<file path="config.mk">
export PLATFORM = sky130hd
export DESIGN_NAME = two_class_priority_queue
export DESIGN_NICKNAME = d
export VERILOG_FILES = /design/src/hdl/tcpq_pkg.sv /design/src/hdl/tcpq_order_ram.sv /design/src/hdl/tcpq_slot_ram.sv /design/src/hdl/two_class_priority_queue.sv
export SDC_FILE = /design/constraint.sdc
export NUM_CORES = 1
export LEC_CHECK = 0
export ABC_AREA = 1
export CAP_MARGIN = 5
export CORE_AREA = 2 2 209 314
export DETAILED_ROUTE_END_ITERATION = 16
export DIE_AREA = 0 0 211 316
export DONT_BUFFER_PORTS = 1
export PLACE_DENSITY = 0.51
export SETUP_SLACK_MARGIN = 0.4
export SLEW_MARGIN = 30
export SYNTH_ARGS = -nofsm -noshare
export SYNTH_HDL_FRONTEND = slang
export SYNTH_SLANG_ARGS = --single-unit
</file>
<file path="constraint.sdc">
create_clock -name i_clk -period 3.25 [get_ports i_clk]
set_input_delay 0.1625 -clock i_clk [delete_from_list [all_inputs] [get_ports i_clk]]
set_output_delay 0.1625 -clock i_clk [all_outputs]
set_load 0.01 [all_outputs]
</file>
<file path="src/hdl/tcpq_pkg.sv">
`default_nettype none
// ----------------------------------------------------------------------------
// tcpq_pkg
// Shared types and constants for the two-class priority queue.
// ----------------------------------------------------------------------------
package tcpq_pkg;

    localparam int unsigned DEF_CAPACITY  = 16;
    localparam int unsigned DEF_ID_BITS   = 16;
    localparam int unsigned PORT_ID_W     = 16;
    localparam int unsigned KEY_W         = 8;
    localparam logic [KEY_W-1:0] THRESHOLD_RESET = 8'd60;

    typedef enum logic [1:0] {
        ACT_INSERT   = 2'd0,
        ACT_SERVE    = 2'd1,
        ACT_WITHDRAW = 2'd2,
        ACT_QUERY    = 2'd3
    } t_action;

    typedef enum logic [2:0] {
        ST_OK       = 3'd0,
        ST_DUP      = 3'd1,
        ST_FULL     = 3'd2,
        ST_EMPTY    = 3'd3,
        ST_NOTFOUND = 3'd4
    } t_status;

    typedef enum logic [3:0] {
        S_IDLE,
        S_ORD_RD,
        S_SLOT_RD,
        S_CMP,
        S_ALLOC,
        S_ALLOC_W,
        S_SLOT_WR,
        S_INS_RD,
        S_INS_WR,
        S_REM,
        S_REM_WR,
        S_FINAL,
        S_DONE
    } t_state;

endpackage
`default_nettype wire

</file>
<file path="src/hdl/tcpq_order_ram.sv">
`default_nettype none
// ----------------------------------------------------------------------------
// tcpq_order_ram
// Service order memory: one write port, one read port, registered read data.
// ----------------------------------------------------------------------------
module tcpq_order_ram #(
    parameter int unsigned DEPTH = 16,
    parameter int unsigned AW    = 4
) (
    input  wire logic          i_clk,
    input  wire logic          i_we,
    input  wire logic [AW-1:0] i_waddr,
    input  wire logic [AW-1:0] i_wdata,
    input  wire logic [AW-1:0] i_raddr,
    output logic      [AW-1:0] o_rdata
);

    logic [AW-1:0] r_mem [DEPTH];

    // write port
    always_ff @(posedge i_clk) begin
        if (i_we) begin
            r_mem[i_waddr] <= i_wdata;
        end
    end

    // read port, registered read data
    always_ff @(posedge i_clk) begin
        o_rdata <= r_mem[i_raddr];
    end

endmodule
`default_nettype wire

</file>
<file path="src/hdl/tcpq_slot_ram.sv">
`default_nettype none
// ----------------------------------------------------------------------------
// tcpq_slot_ram
// Entry storage: id and key of each slot, registered read data.
// ----------------------------------------------------------------------------
module tcpq_slot_ram #(
    parameter int unsigned DEPTH   = 16,
    parameter int unsigned AW      = 4,
    parameter int unsigned ID_BITS = 16
) (
    input  wire logic                       i_clk,
    input  wire logic                       i_we,
    input  wire logic [AW-1:0]              i_waddr,
    input  wire logic [ID_BITS-1:0]         i_wid,
    input  wire logic [tcpq_pkg::KEY_W-1:0] i_wkey,
    input  wire logic [AW-1:0]              i_raddr,
    output logic      [ID_BITS-1:0]         o_rid,
    output logic      [tcpq_pkg::KEY_W-1:0] o_rkey
);
    import tcpq_pkg::*;

    logic [ID_BITS+KEY_W-1:0] r_mem [DEPTH];
    logic [ID_BITS+KEY_W-1:0] r_rdata;

    // write port
    always_ff @(posedge i_clk) begin
        if (i_we) begin
            r_mem[i_waddr] <= {i_wid, i_wkey};
        end
    end

    // read port, registered read data
    always_ff @(posedge i_clk) begin
        r_rdata <= r_mem[i_raddr];
    end

    assign o_rid  = r_rdata[ID_BITS+KEY_W-1:KEY_W];
    assign o_rkey = r_rdata[KEY_W-1:0];

endmodule
`default_nettype wire

</file>
<file path="src/hdl/two_class_priority_queue.sv">
`default_nettype none
// ----------------------------------------------------------------------------
// two_class_priority_queue
// Bounded two-class FIFO: preferred entries are served before normal ones.
// ----------------------------------------------------------------------------
// One word in gives one word out. Entries live in a slot memory (id, key) and
// the service order in an order memory of slot numbers; both have registered
// read data and the controller walks them one access at a time. An id search
// reads each held entry in turn (order read, slot read, compare); an insert
// shift or a removal shift reads and then writes each moved position. A new
// word is taken only while idle; a finished result sits in the output
// register while the next word is taken.
module two_class_priority_queue #(
    parameter int unsigned CAPACITY = tcpq_pkg::DEF_CAPACITY,
    parameter int unsigned ID_BITS  = tcpq_pkg::DEF_ID_BITS
) (
    input  wire logic                                 i_clk,
    input  wire logic                                 i_rst_n,
    input  wire logic                                 i_cfg_valid,
    output logic                                      o_cfg_ready,
    input  wire logic [tcpq_pkg::KEY_W-1:0]           i_cfg_data,
    input  wire logic                                 i_in_valid,
    output logic                                      o_in_ready,
    input  wire logic [1:0]                           i_action,
    input  wire logic [tcpq_pkg::PORT_ID_W-1:0]       i_person_id,
    input  wire logic [tcpq_pkg::KEY_W-1:0]           i_person_age,
    output logic                                      o_out_valid,
    input  wire logic                                 i_out_ready,
    output logic [2:0]                                o_status,
    output logic [tcpq_pkg::PORT_ID_W-1:0]            o_served_id,
    output logic [tcpq_pkg::KEY_W-1:0]                o_found_age,
    output logic [$clog2(CAPACITY+1)-1:0]             o_entry_count
);
    import tcpq_pkg::*;

    localparam int unsigned SW = $clog2(CAPACITY);
    localparam int unsigned CW = $clog2(CAPACITY + 1);
    localparam logic [CW-1:0] CAP_C = CW'(CAPACITY);
    localparam logic [CW-1:0] ONE_C = CW'(1);

    // control and state registers
    t_state          r_state, n_state;
    t_action         r_action, n_action;
    t_status         r_status, n_status;
    logic [ID_BITS-1:0] r_id, n_id;
    logic [KEY_W-1:0]   r_key, n_key;
    logic [CW-1:0]   r_pos, n_pos;
    logic [CW-1:0]   r_k, n_k;
    logic [SW-1:0]   r_slot, n_slot;
    logic [CW-1:0]   r_total, n_total;
    logic [CW-1:0]   r_pref, n_pref;
    logic [CW-1:0]   r_fill, n_fill;
    logic [PORT_ID_W-1:0] r_served, n_served;
    logic [KEY_W-1:0]     r_age, n_age;
    logic [KEY_W-1:0]     r_thresh;

    // output register
    logic                 r_out_valid, n_out_valid;
    t_status              r_out_status, n_out_status;
    logic [PORT_ID_W-1:0] r_out_served, n_out_served;
    logic [KEY_W-1:0]     r_out_age, n_out_age;
    logic [CW-1:0]        r_out_count, n_out_count;

    // memory ports
    logic          ord_we;
    logic [SW-1:0] ord_waddr, ord_wdata, ord_raddr, ord_rdata;
    logic          slot_we;
    logic [SW-1:0] slot_raddr;
    logic [ID_BITS-1:0] slot_rid;
    logic [KEY_W-1:0]   slot_rkey;

    logic is_pref;

    tcpq_order_ram #(.DEPTH(CAPACITY), .AW(SW)) u_order (
        .i_clk   (i_clk),
        .i_we    (ord_we),
        .i_waddr (ord_waddr),
        .i_wdata (ord_wdata),
        .i_raddr (ord_raddr),
        .o_rdata (ord_rdata)
    );

    tcpq_slot_ram #(.DEPTH(CAPACITY), .AW(SW), .ID_BITS(ID_BITS)) u_slot (
        .i_clk   (i_clk),
        .i_we    (slot_we),
        .i_waddr (r_slot),
        .i_wid   (r_id),
        .i_wkey  (r_key),
        .i_raddr (slot_raddr),
        .o_rid   (slot_rid),
        .o_rkey  (slot_rkey)
    );

    assign is_pref     = (r_key >= r_thresh);
    assign o_cfg_ready = 1'b1;
    assign o_in_ready  = (r_state == S_IDLE);

    assign o_out_valid   = r_out_valid;
    assign o_status      = r_out_status;
    assign o_served_id   = r_out_served;
    assign o_found_age   = r_out_age;
    assign o_entry_count = r_out_count;

    // threshold register
    always_ff @(posedge i_clk) begin
        if (!i_rst_n) begin
            r_thresh <= THRESHOLD_RESET;
        end else if (i_cfg_valid && o_cfg_ready) begin
            r_thresh <= i_cfg_data;
        end
    end

    // state registers
    always_ff @(posedge i_clk) begin
        if (!i_rst_n) begin
            r_state     <= S_IDLE;
            r_total     <= '0;
            r_pref      <= '0;
            r_fill      <= '0;
            r_out_valid <= 1'b0;
        end else begin
            r_state     <= n_state;
            r_total     <= n_total;
            r_pref      <= n_pref;
            r_fill      <= n_fill;
            r_out_valid <= n_out_valid;
        end
    end

    // payload registers
    always_ff @(posedge i_clk) begin
        r_action     <= n_action;
        r_status     <= n_status;
        r_id         <= n_id;
        r_key        <= n_key;
        r_pos        <= n_pos;
        r_k          <= n_k;
        r_slot       <= n_slot;
        r_served     <= n_served;
        r_age        <= n_age;
        r_out_status <= n_out_status;
        r_out_served <= n_out_served;
        r_out_age    <= n_out_age;
        r_out_count  <= n_out_count;
    end

    // sequencer
    always_comb begin
        n_state      = r_state;
        n_action     = r_action;
        n_status     = r_status;
        n_id         = r_id;
        n_key        = r_key;
        n_pos        = r_pos;
        n_k          = r_k;
        n_slot       = r_slot;
        n_total      = r_total;
        n_pref       = r_pref;
        n_fill       = r_fill;
        n_served     = r_served;
        n_age        = r_age;
        n_out_valid  = r_out_valid && !i_out_ready;
        n_out_status = r_out_status;
        n_out_served = r_out_served;
        n_out_age    = r_out_age;
        n_out_count  = r_out_count;
        ord_we       = 1'b0;
        ord_waddr    = r_k[SW-1:0];
        ord_wdata    = ord_rdata;
        ord_raddr    = r_pos[SW-1:0];
        slot_we      = 1'b0;
        slot_raddr   = ord_rdata;

        unique case (r_state)
            S_IDLE: begin
                if (i_in_valid) begin
                    n_action = t_action'(i_action);
                    n_id     = ID_BITS'(i_person_id);
                    n_key    = i_person_age;
                    n_pos    = '0;
                    n_status = ST_OK;
                    n_served = '0;
                    n_age    = '0;
                    if (r_total == '0) begin
                        unique case (t_action'(i_action))
                            ACT_INSERT: n_state = S_ALLOC;
                            ACT_SERVE: begin
                                n_status = ST_EMPTY;
                                n_state  = S_DONE;
                            end
                            default: begin
                                n_status = ST_NOTFOUND;
                                n_state  = S_DONE;
                            end
                        endcase
                    end else begin
                        n_state = S_ORD_RD;
                    end
                end
            end
            S_ORD_RD: begin
                ord_raddr = r_pos[SW-1:0];
                n_state   = S_SLOT_RD;
            end
            S_SLOT_RD: begin
                n_slot     = ord_rdata;
                slot_raddr = ord_rdata;
                n_state    = S_CMP;
            end
            S_CMP: begin
                if (r_action == ACT_SERVE) begin
                    n_served = PORT_ID_W'(slot_rid);
                    n_k      = r_pos;
                    n_state  = S_REM;
                end else if (slot_rid == r_id) begin
                    unique case (r_action)
                        ACT_INSERT: begin
                            n_status = ST_DUP;
                            n_state  = S_DONE;
                        end
                        ACT_WITHDRAW: begin
                            n_k     = r_pos;
                            n_state = S_REM;
                        end
                        default: begin
                            n_age   = slot_rkey;
                            n_state = S_DONE;
                        end
                    endcase
                end else if ((r_pos + ONE_C) < r_total) begin
                    n_pos   = r_pos + ONE_C;
                    n_state = S_ORD_RD;
                end else if (r_action == ACT_INSERT) begin
                    if (r_total == CAP_C) begin
                        n_status = ST_FULL;
                        n_state  = S_DONE;
                    end else begin
                        n_state = S_ALLOC;
                    end
                end else begin
                    n_status = ST_NOTFOUND;
                    n_state  = S_DONE;
                end
            end
            // take a freed slot from the order tail, else a never-used one
            S_ALLOC: begin
                if (r_total < r_fill) begin
                    ord_raddr = r_total[SW-1:0];
                    n_state   = S_ALLOC_W;
                end else begin
                    n_slot  = r_fill[SW-1:0];
                    n_fill  = r_fill + ONE_C;
                    n_state = S_SLOT_WR;
                end
            end
            S_ALLOC_W: begin
                n_slot  = ord_rdata;
                n_state = S_SLOT_WR;
            end
            S_SLOT_WR: begin
                slot_we = 1'b1;
                n_pos   = is_pref ? r_pref : r_total;
                n_k     = r_total;
                n_state = ((is_pref ? r_pref : r_total) < r_total) ? S_INS_RD : S_FINAL;
            end
            // open a gap: order[k] = order[k-1]
            S_INS_RD: begin
                ord_raddr = SW'(r_k - ONE_C);
                n_state   = S_INS_WR;
            end
            S_INS_WR: begin
                ord_we    = 1'b1;
                ord_waddr = r_k[SW-1:0];
                ord_wdata = ord_rdata;
                n_k       = r_k - ONE_C;
                n_state   = ((r_k - ONE_C) > r_pos) ? S_INS_RD : S_FINAL;
            end
            // close the gap: order[k] = order[k+1]
            S_REM: begin
                if ((r_k + ONE_C) < r_total) begin
                    ord_raddr = SW'(r_k + ONE_C);
                    n_state   = S_REM_WR;
                end else begin
                    n_state = S_FINAL;
                end
            end
            S_REM_WR: begin
                ord_we    = 1'b1;
                ord_waddr = r_k[SW-1:0];
                ord_wdata = ord_rdata;
                n_k       = r_k + ONE_C;
                n_state   = S_REM;
            end
            S_FINAL: begin
                ord_we    = 1'b1;
                ord_wdata = r_slot;
                if (r_action == ACT_INSERT) begin
                    ord_waddr = r_pos[SW-1:0];
                    n_total   = r_total + ONE_C;
                    if (is_pref) begin
                        n_pref = r_pref + ONE_C;
                    end
                end else begin
                    ord_waddr = SW'(r_total - ONE_C);
                    n_total   = r_total - ONE_C;
                    if (r_pos < r_pref) begin
                        n_pref = r_pref - ONE_C;
                    end
                end
                n_state = S_DONE;
            end
            S_DONE: begin
                if (!r_out_valid || i_out_ready) begin
                    n_out_valid  = 1'b1;
                    n_out_status = r_status;
                    n_out_served = r_served;
                    n_out_age    = r_age;
                    n_out_count  = r_total;
                    n_state      = S_IDLE;
                end
            end
            default: n_state = S_IDLE;
        endcase
    end

endmodule
`default_nettype wire

</file>
* Word level (Yosys, flattened, before mapping)
Memories as Yosys holds them, arrays and structs flattened. A register that Yosys moved wholly into a read port is not among the register bits.
Index checks and enable logic that the tools add are counted.
** Storage, ports and cells
- Bits in registers :: 127
- Bits in writable memories :: 448
- Input port bits :: 39
- Output and inout bits :: 35
- Memories :: 2
** Operators by class
- Add/subtract/negate cells :: 8
- $lt $le $gt $ge :: 7
- Equal/unequal tests :: 32
- Muxes and demuxes :: 63
- Bitwise operators :: 1
- Reductions and logical operators :: 27
** Memory list
- u_slot.r_mem :: depth 16, width 24, read ports 1, clocked after Yosys merged registers in 1, wr ports 1, RTL line tcpq_slot_ram.sv:22 : logic [ID_BITS+KEY_W-1:0] r_mem [DEPTH];
- u_order.r_mem :: depth 16, width 4, read ports 1, clocked after Yosys merged registers in 1, wr ports 1, RTL line tcpq_order_ram.sv:18 : logic [AW-1:0] r_mem [DEPTH];
** Operators with widths (number)
- $mux 4 :: 17
- $mux 5 :: 12
- $pmux 4 s13 :: 1
- $mux 16 :: 2
- $mux 8 :: 4
- $pmux 16 s2 :: 1
- $mux 3 :: 9
- $add 5x1->5 const B :: 5
- $lt 5x5->1 :: 5
- $eq 4x4->1 const B :: 5
- $ne 2x2->1 const B :: 10
- $pmux 5 s4 :: 1
- $eq 16x16->1 :: 1
- $eq 4x3->1 const B :: 4
- $pmux 8 s2 :: 1
- $pmux 5 s3 :: 1
- $sub 5x1->5 const B :: 3
- $pmux 3 s2 :: 2
- $pmux 4 s3 :: 1
- $reduce_and 2->1 :: 5
- $reduce_and 5->1 :: 2
- $mux 1 :: 9
- $ne 3x3->1 const B :: 3
- $reduce_and 3->1 :: 3
- other kinds (24) :: 31

* Longest topological paths before layout
Gate-level depths: netlist (run 1).
- Depth after elaboration :: 7
- Depth in mapped cells :: 21
- Depth with buffers taken out :: 20

* Modules after synthesis
A second synthesis (run 1) with hierarchy kept.
** Second synthesis, totals
- Cell total of the unflattened synthesis :: 2625
- Area, all modules :: 26695.6 um^2
** By module, submodules not included
- tcpq_slot_ram :: times used 1, cells each 1597, area each 16951.3 um^2, seq. area each 12011.5 um^2
- two_class_priority_queue :: times used 1, cells each 738, area each 6777.8 um^2, seq. area each 3533.4 um^2
- tcpq_order_ram :: times used 1, cells each 290, area each 2966.6 um^2, seq. area each 2001.9 um^2

* Least setup slack after synthesis (run 1)
Ideal clock, no wire load.
- Path type :: register -> register
- Start point :: reg r_state[3]
- End point :: reg r_out_count[0] (netlist: o_entry_count[0]), enable pin
- Library setup time :: 432 ps
- Arrival :: 2351 ps
- Required time :: 2818 ps
- Setup slack :: 467 ps
- Cell stages (with the launch flop) :: 5
- Buffers on the path :: 0
- Cells stage by stage :: dfxtp_1 > inv_2 > nor3_1 > inv_1 > a21oi_1
** Between the ends
- Longest elaborated chain between the ends :: 2
** Ends and longest elaborated chain
- start: declaration :: RTL line two_class_priority_queue.sv:42 : t_state r_state, n_state;
- start signal: assignment :: RTL line two_class_priority_queue.sv:122 : r_state <= n_state;
- $eq 4x4->1 :: RTL line two_class_priority_queue.sv:174 : unique case (r_state)
- $reduce_and 2->1 (no line)
- end signal: assignment :: RTL line two_class_priority_queue.sv:144 : r_out_count <= n_out_count;
- end: declaration :: RTL line two_class_priority_queue.sv:62 : logic [CW-1:0] r_out_count, n_out_count;
Every way passes these cells.
A chain may end at the register's enable or synchronous reset.

* Worst setup path in the final report (run 1)
- Start point :: reg r_state[2]
- End point :: mem u_order.r_mem[56][1] (netlist: u_order.r_mem[7][1]), enable pin
** Between the ends
- Longest elaborated chain between the ends :: 5
- Elaborated cells on any way between the ends :: 8
** Ends and longest elaborated chain
- $eq 4x4->1 :: RTL line two_class_priority_queue.sv:174
- $reduce_or 3->1 (no line)
- $mux 1 :: RTL line two_class_priority_queue.sv:174
- $mux 1 :: RTL line tcpq_order_ram.sv:22 : if (i_we) begin
- $mux 1 (not written as such) :: RTL line tcpq_order_ram.sv:23 : r_mem[i_waddr] <= i_wdata;
- end: declaration :: RTL line tcpq_order_ram.sv:18
Several ways; a longest one is shown, not always the timed one.

==> results of run 1 <==
-- report_power, final --
group          switching (mW)  leakage [nW]  internal, mW
combinational            5.29          4.50          2.72
clock                    2.95         0.932          3.80
sequential              0.739          5.43          9.80
-- worst min-delay path, stage by stage --
cell	delay, ns
inv_1	0.14
nand2_1	0.12
nand2_1	0.15
a211oi_1	0.06
-- cells in the final DEF, fill, tap and decap left out, types with 37 or more instances in the layout --
cell type and n:
inv_1 243, mux2i_1 96, nand2_1 199, o211ai_1 104
nand3_1 125, ha_1 41, buf_4 66, a21oi_1 137
nor2_1 98, clkbuf_16 62, dfxtp_1 53, dlygate4sd3_1 37
edfxtp_1 547, o21ai_0 158
-- path summary, 6_finish.rpt --
kind         depth (start not counted)        start                   to  slack [ns]
max                                  8   r_state[2]  u_order.r_mem[7][1]        0.46
min                                  4   i_in_valid           r_state[0]        0.05
max reg2reg                          8   r_state[2]  u_order.r_mem[7][1]        0.46
min reg2reg                          0  r_served[7]       o_served_id[7]        0.42
-- cells by family (layout without fill, tap and decap cells) --
family,count (synthesis),in the layout
AOI/OAI and AO/OA,436,436
xor gates and xnor gates,24,24
adders and majority gates,43,43
buffers and inverters,351,492
DFF,603,603
muxes,96,96
other,1,2
and+or+nand+nor,481,482
-- repair_timing --
| item | CTS | global route |
|---|---|---|
| endpoints found under the setup margin | 4 | 17 |
| pin swaps | 1 | 9 |
| setup buffers | 3 | 5 |
| cloned | 0 | 5 |
| endpoints found under the hold margin | 54 | 0 |
| resized for setup | 3 | 29 |
| hold buffers | 37 | 0 |
-- layout make-up --
class                      instances  area [um2]
timing repair buffer             124        1292
multi-input combinational       1082        6664
clock inverter                    37       332.8
sequential                       603       17560
antenna                            1       2.502
tap                              812        1016
inverter                         258       970.9
fill                            5712       34650
clock buffer                      73        1559
-- per-layer routing --
metal	part of all wire	global-route usage	wire (um)	vias to the layer above
met5	0.00020	0	13	-
met4	0.031	0.06866	2079	2
met3	0.040	0.02652	2642	104
met2	0.51	0.3553	33860	372
met1	0.42	0.2445	27470	7782
li1	-	-	-	7455
-- Yosys cell counts, types with 11 or more instances --
cell and instances:
o211ai_1 104, xnor2_1 11, xor2_1 13, inv_1 243, inv_2 13, ha_1 42, o21ai_0 165, dfxtp_1 56
buf_2 20, clkbuf_1 59, edfxtp_1 547, a21oi_1 141, mux2i_1 96, nand2_1 205, nand3_1 127, nor2_1 115
-- stage by stage --
step,setup slack (ns),total power [mW],util
2_1_floorplan,0.4672,15.59,-
3_3_place_gp,0.3669,18.24,0.4185
3_5_place_dp,0.2826,18.37,0.4185
4_1_cts,0.4002,25.26,0.4547
5_1_grt,0.3726,26.67,0.4590
6_report,0.4590,25.30,0.4590
-- sequential cells by signal, indices dropped and copies added (netlist names), 3 cells and up --
name,count
o_entry_count,5
o_found_age,8
o_served_id,16
o_status,3
r_age,8
r_fill,5
r_id,16
r_k,5
r_key,8
r_pos,5
r_pref,5
r_served,16
r_slot,4
r_state,4
r_status,3
r_thresh,8
r_total,5
u_order.o_rdata,4
u_order.r_mem,64
u_slot.r_mem,384
u_slot.r_rdata,24
==> flow_summary.toml, run 1 <==
[worst_setup_path]
cpMostUsedCell = "nor2_1"
cp_slowest_cell = "nor2_1"
cp_slowest_stage_delay_ns = 0.50
required_ns = 3.52
cp.buffers_inverters = 2
criticalPathCategory = "flop to flop"
crit_arrival_ns = 3.06
crit_path_max_fanout = 8
path_delay_family = "simple AND/OR/NAND/NOR gates"
end_kind = "flop"
crit_chain = "inv_2 > nand2_4 > nor2_2 > inv_1 > nor2_1 > a22oi_1 > nand3_1 > nor2_1"
startpoint_type = "flop"

[sta]
slew_viol_final = 0
rsz0062_at_grt = "yes"
fin_crit_ns = 2.791
hold_viol = 0
fmax_mhz = 358.3
worst_pin_slew_ns = 0.9121
holdWs_ns = 0.05300
setup_tns_ns = 0
period_share = 0.8588
setup_violations = 0
skew_ns = 0.01696
maxSlewHeadroom = 0.3919

[route]
viasPerCell = 5.256
drc = 0
avgRoutedWirePerCell_um = 22.10
drt-pass1-iter-count = 5
vias = 15720
finalWirelength_mm = 66.07
ant_nets = 0
drt_iter0_markers = 1186

[synthesis]
ys_warn_count = 0
synthAdderAreaFrac = 0.02156
synth_edf_count = 547
synth_compound_area_frac = 0.1001
syn_inst = 2035
ys_ff_latch = 603
synth_area_um2 = 25300
yosysTopAreaCell = "edfxtp_1"
post-synth-top-area-fraction = 0.6492
async_flop_share = 0
synth_ff_type = "edfxtp_1"
yosysSeqAreaShare = 0.6935
synth_area_per_cell_um2 = 12.43
synth.distinct_cells = 47
synth_area_leaders = "edfxtp_1 (65%), dfxtp_1 (4.4%), mux2i_1 (3.8%)"
synth_simple_gate_area_frac = 0.08416
synthMuxAreaShare = 0.03798
synth_top_family_by_area = "compound AO/OA/AOI/OAI gates"
synth_xor_area_frac = 0.008307
synth_nets = 2117

[finish]
drive_gt1_frac = 0.1162
design_area_um2 = 29390
final_nets = 2209
fin_cells = 2990
area_growth_pct = 16.16

[clock_tree]
cts_sinks = 603
cts_tree = "done"
root_buffer = "clkbuf_16"
cts_max_level = 2
insertion_delay_ns = 0.63
clk_pin_slew_ns = 0.07
cts_buffers = 58
cts_buffer_depth = 3

[pwr]
power_density_nw_per_um2 = 860.7
irDropWorstVdd_mv = 0.4726
leakagePower_nw = 10.86

[die]
die-width_um = 211
start_util = 0.3951
num_rows = 114
die_area_um2 = 66680
io_pins = 74
die_h_um = 316
core-area_um2 = 64040

[min_path]
min_path_type = "primary input to flop"

[global_routing]
grt_overflow_total = 0
grt_pass1_wl_mm = 97.67
grt_pass1_vias = 15580
antenna_found_initial = 3
grt.total_usage = 0.1980
grt_max_degree = 83

[place]
gp_congestion = 0.9467
dp_cells = 2829
hpwl_mm = 39.37
placed_area_um2 = 26800
io_buffer_count = 0

[job]
maxCapViolCount = 0

[status]
status = "finished, final reports clean"
No activity file was read; power rests on OpenSTA's default activity.
==> inputs of run 2 (changes only) <==
--- a/config.mk
+++ b/config.mk
@@ -11,8 +11,10 @@
 export DETAILED_ROUTE_END_ITERATION = 16
 export DIE_AREA = 0 0 211 316
 export DONT_BUFFER_PORTS = 1
+export HOLD_SLACK_MARGIN = 0.08
 export PLACE_DENSITY = 0.51
-export SETUP_SLACK_MARGIN = 0.4
+export SETUP_SLACK_MARGIN = 0.5
+export SKIP_LAST_GASP = 1
 export SLEW_MARGIN = 30
 export SYNTH_ARGS = -nofsm -noshare
 export SYNTH_HDL_FRONTEND = slang
==> flow_summary.toml, run 2 (synthesis gave the netlist of run 1 again) <==
[pwr]
switching_share = 0.3535
p_sw_mw = 9.110
power.share.combinational = 0.325
p_seq_frac = 0.405
leakagePower_nw = 11.04
power_density_nw_per_um2 = 864.5
clkPwrFrac = 0.269
total_power_mw = 25.77
p_int_mw = 16.66
irDropWorstVdd_mv = 0.5753

[route]
avgRoutedWirePerCell_um = 22.15
ant_nets = 0
wl_met3_mm = 2.361
viasPerCell = 5.268
highest_layer = "met4"
drt_iter0_markers = 1122
drc = 0
drt-pass1-iter-count = 5
wl_met2_mm = 33.95
met1_length_mm = 27.77
vias = 15880
finalWirelength_mm = 66.77

[clock_tree]
root_buffer = "clkbuf_16"
cts_tree = "done"
cts_buffer_depth = 3
cts_buffers = 58
insertion_delay_ns = 0.64
cts_sinks = 603
cts_max_level = 2
clk_pin_slew_ns = 0.07

[sta]
setup_tns_ns = 0
fmax_mhz = 371.8
hold_viol = 0
fin_ws_ns = 0.5605
slew_viol_final = 0
maxSlewHeadroom = 0.4242
fin_crit_ns = 2.690
setup_violations = 0
period_share = 0.8275
holdWs_ns = 0.1420
rsz0062_at_grt = "yes"
skew_ns = 0.03109
worst_pin_slew_ns = 0.8617

[min_path]
hold_path_depth = 1
min_path_type = "primary input to flop"

[global_routing]
grt_pass1_wl_mm = 98.67
grt_overflow_total = 0
grt_pass1_vias = 15910
antenna_found_initial = 0
grt.total_usage = 0.1997
grt_max_degree = 82

[die]
die-width_um = 211
die_h_um = 316
die_area_um2 = 66680
num_rows = 114
core-area_um2 = 64040
io_pins = 74
start_util = 0.3951

[worst_setup_path]
required_ns = 3.78
crit_arrival_ns = 3.22
criticalPathCategory = "flop to flop"
end_kind = "flop"
rrSetupSlack_ns = 0.56
rr_worst_depth = 18
crit_path_max_fanout = 16
startpoint_type = "flop"

[finish]
final_nets = 2234
layout_common_cells = "edfxtp_1 (547), inv_1 (241), nand2_1 (197), o21ai_0 (157), a21oi_1 (136)"
reg_top3 = "u_slot.r_mem x384, u_order.r_mem x64, u_slot.r_rdata x24"
design_area_um2 = 29810
final_core_util = 0.4655
multiInputGateArea_um2 = 6832
final.fill_count = 5708
ff_latch_area_um2 = 17560
final_common_cell = "edfxtp_1"
top_register = "u_slot.r_mem"
fin_cells = 3014
antennaDiodeCount = 0
area_growth_pct = 17.82
drive_gt1_frac = 0.1403
largest_reg_flops = 384

[place]
placed_area_um2 = 26860
gp_congestion = 0.9318
post-place-ws_ns = 0.2481
hpwl_mm = 39.84
io_buffer_count = 0
dp_cells = 2836

[job]
maxCapViolCount = 0

[status]
status = "finished, final reports clean"
## run 2: final timing paths
path,startpoint,to
hold reg to reg,r_age[3],o_found_age[3]
setup reg to reg,r_k[1],u_order.o_rdata[0]
setup / recovery,r_k[1],u_order.o_rdata[0]
hold / removal,i_person_id[5],r_id[5]
## run 2: worst max-delay path: stages, from the launching register on
cell	delay [ns]
edfxtp_1	0.39
ha_2	0.23
nand3_2	0.10
xor2_2	0.17
ha_1	0.33
nand2_1	0.10
nor2_1	0.05
nand2_1	0.10
nand3_2	0.09
nand2_4	0.09
nand3_4	0.16
nand2_8	0.19
nand2_4	0.16
nand2_1	0.10
nand2_1	0.05
nand2_1	0.05
nand3_1	0.07
nand3_1	0.10
nand2_1	0.05
## run 2: power groups by stage
stage                     sequential (mW)  clock (mW)  combinational, mW
after floorplan                      10.4           0               5.18
after global placement               10.6           0               7.63
after detailed placement             10.6           0               7.74
after CTS                            10.5        7.11               7.98
after global routing                 10.5        7.40               9.29
final                                10.4        6.94               8.39
## run 2: metal layers
metal	vias to the layer above	track usage
met1	7879	0.2459
met4	0	0.07794
met5	-	0
met3	147	0.02672
li1	7499	-
met2	353	0.3551
## run 2: what timing repair did
item / in CTS / in global routing
hold buffers: 38 / 0
resized for setup: 20 / 55
pin swaps: 3 / 18
setup endpoints to repair: 56 / 82
buffers inserted: 5 / 19
gates cloned: 0 / 6
hold endpoints to repair: 81 / 0
## run 2: final cells by class
cell class | count | share of cell area
Sequential cell | 603 | 0.5889
Multi-Input combinational cell | 1085 | 0.2292
Clock buffer | 76 | 0.05431
Timing Repair Buffer | 146 | 0.04961
Tap cell | 812 | 0.03408
Inverter | 258 | 0.03257
Clock inverter | 34 | 0.01142
==> inputs of run 3 (changes only) <==
--- a/config.mk
+++ b/config.mk
@@ -5,14 +5,14 @@
 export SDC_FILE = /design/constraint.sdc
 export NUM_CORES = 1
 export LEC_CHECK = 0
-export ABC_AREA = 1
+export ABC_AREA = 0
 export CAP_MARGIN = 5
-export CORE_AREA = 2 2 209 314
+export CORE_AREA = 2 2 205 307
 export DETAILED_ROUTE_END_ITERATION = 16
-export DIE_AREA = 0 0 211 316
+export DIE_AREA = 0 0 207 309
 export DONT_BUFFER_PORTS = 1
 export HOLD_SLACK_MARGIN = 0.08
-export PLACE_DENSITY = 0.51
+export PLACE_DENSITY = 0.53
 export SETUP_SLACK_MARGIN = 0.5
 export SKIP_LAST_GASP = 1
 export SLEW_MARGIN = 30
==> constraint.sdc (replaced) <==
create_clock -name i_clk -period 2.2 [get_ports i_clk]
set_input_delay 0.11 -clock i_clk [delete_from_list [all_inputs] [get_ports i_clk]]
set_output_delay 0.11 -clock i_clk [all_outputs]
set_load 0.01 [all_outputs]
==> flow_summary.toml, run 3 <==
[status]
status = "complete, but fails checks"
violations = "setup timing"

[die]
die-width_um = 207
die_h_um = 309
core-area_um2 = 61110
start_util = 0.3972
io_pins = 74
num_rows = 111
die_area_um2 = 63960

[finish]
antennaDiodeCount = 0
final_common_cell = "edfxtp_1"
drive_gt1_frac = 0.4243
ff_latch_area_um2 = 17580
top_register = "u_slot.r_mem"
final_nets = 1842
fin_cells = 2601
final_core_util = 0.5371
reg_top3 = "u_slot.r_mem x384, u_order.r_mem x64, u_slot.r_rdata x24"
design_area_um2 = 32820
area_growth_pct = 35.21
layout_common_cells = "edfxtp_1 (547), buf_4 (213), mux4_2 (120), clkbuf_16 (67), buf_12 (64)"
multiInputGateArea_um2 = 7617
largest_reg_flops = 384
final.fill_count = 4865

[synthesis]
synth_nets = 1443
async_flop_share = 0
syn_inst = 1361
post-synth-top-area-fraction = 0.6767
synth_area_leaders = "edfxtp_1 (68%), mux4_2 (11%), dfxtp_1 (4.6%)"
synth_edf_count = 547
yosysSeqAreaShare = 0.7229
yosysMostFrequentCell = "edfxtp_1"
yosysTopAreaCell = "edfxtp_1"
ys_top_cells_by_count = "edfxtp_1 (547), mux4_2 (120), nand2_1 (81)"
synth_area_per_cell_um2 = 17.83
ys_warn_count = 0
synth_area_um2 = 24270
synth_ff_type = "edfxtp_1"
synth.distinct_cells = 77
ys_ff_latch = 603

[global_routing]
grt_pass1_vias = 14510
grt_overflow_total = 0
grt_max_degree = 56
grt.total_usage = 0.2060
grt_pass1_wl_mm = 96.01
antenna_found_initial = 2

[place]
dp_cells = 2340
gp_congestion = 0.9328
hpwl_mm = 41.94
io_buffer_count = 0
post-place-ws_ns = -1.049
placed_area_um2 = 27870

[worst_setup_path]
required_ns = 2.71
startpoint_type = "flop"
end_kind = "flop"
rrSetupSlack_ns = -1.11
cpMostUsedCell = "ha_2"
criticalPathCategory = "flop to flop"
crit_path_max_fanout = 15
crit_chain = "ha_2 > xor2_2 > ha_2 > or3_4 > o221a_4 > nor3_4 > o32ai_4 > buf_6 > a21oi_4 > buf_12 > buf_4 > mux2i_1 > a22oi_2 > o311ai_2"
path_delay_family = "compound AO/OA/AOI/OAI gates"
crit_arrival_ns = 3.82
cp_slowest_cell = "edfxtp_1"
cp_slowest_stage_delay_ns = 0.45
cp.buffers_inverters = 3

[route]
drt-pass1-iter-count = 5
vias = 13940
finalWirelength_mm = 67.91
avgRoutedWirePerCell_um = 26.11
drc = 0
viasPerCell = 5.358
drt_iter0_markers = 1081
ant_nets = 0

[clock_tree]
insertion_delay_ns = 0.63
cts_tree = "done"
cts_sinks = 603
root_buffer = "clkbuf_16"
cts_buffer_depth = 3
cts_buffers = 58
cts_max_level = 2
clk_pin_slew_ns = 0.06

[sta]
worst_pin_slew_ns = 0.8722
holdWs_ns = 0.1115
skew_ns = 0.02111
rsz0062_at_grt = "yes"
period_share = 1.503
slew_viol_final = 0
hold_viol = 0
fin_crit_ns = 3.306
fin_ws_ns = -1.106
maxSlewHeadroom = 0.4166
fmax_mhz = 302.5
setup_tns_ns = -43.48
setup_violations = 323

[job]
maxCapViolCount = 0

[pwr]
total_power_mw = 40.74
leakagePower_nw = 11.36
irDropWorstVdd_mv = 0.7630
power_density_nw_per_um2 = 1241

[min_path]
min_path_type = "primary input to flop"
-- run 3: changes by cell type after synthesis, sizes merged, moves of 53 or more --
cell | before | now
inv | 256 | 37
o21ai | 166 | 28
nand2 | 214 | 81
mux4 | 0 | 120
nand3 | 132 | 19
o211ai | 104 | 5
a21oi | 142 | 49
mux2i | 96 | 21
nor2 | 119 | 66
-- run 3: what timing repair did --
| action | CTS | global route |
|---|---|---|
| hold buffers | 50 | 0 |
| resized for setup | 164 | 124 |
| setup buffers | 42 | 42 |
| endpoints found under the setup margin | 700 | 703 |
| pin swaps | 40 | 74 |
| hold endpoints to repair | 77 | 0 |
| gates cloned | 6 | 11 |
-- run 3: final cells by class --
cell class / count / share of cell area
well taps: 791 / 0.03016
flip-flops and latches: 603 / 0.5356
inverters: 39 / 0.004918
multi-input cells: 656 / 0.2321
repair buffers: 402 / 0.1364
clock inverters: 43 / 0.01498
clock buffers: 67 / 0.04586
-- run 3: cells by family (layout without fill, tap and decap cells) --
kind of cell / after synthesis / in the layout / share of synthesized area
multiplexers: 142 / 142 / 0.1205
flip-flops: 603 / 603 / 0.7229
XOR/XNOR: 42 / 42 / 0.01515
other: 1 / 1 / 0.0001545
buffers and inverters: 102 / 551 / 0.01830
AND/OR/NAND/NOR: 265 / 265 / 0.05278
adder cells (fa/ha/maj): 43 / 43 / 0.02247
AO/OA/AOI/OAI: 163 / 163 / 0.04778
-- run 3: worst paths after layout --
check                 start                 end  cells after the start
max                  r_k[0]  u_order.o_rdata[1]                     14
min          i_person_id[3]             r_id[3]                      1
max reg2reg          r_k[0]  u_order.o_rdata[1]                     14
min reg2reg    r_served[13]     o_served_id[13]                      0
-- run 3: layer usage --
metal / track usage / share of wire / up-vias
met5: 0 / 0.00019 / -
met4: 0.06678 / 0.031 / 2
met3: 0.02873 / 0.041 / 129
met2: 0.3871 / 0.55 / 401
met1: 0.2420 / 0.38 / 7224
li1: - / - / 6179
-- run 3: power by group --
group	internal (mW)	leakage, nW	total [mW]	switching (mW)
Combinational	7.77	4.97	15.1	7.36
Sequential	14.3	5.43	15.2	0.919
Clock	5.99	0.962	10.4	4.42
Total	28.0	11.4	40.7	12.7
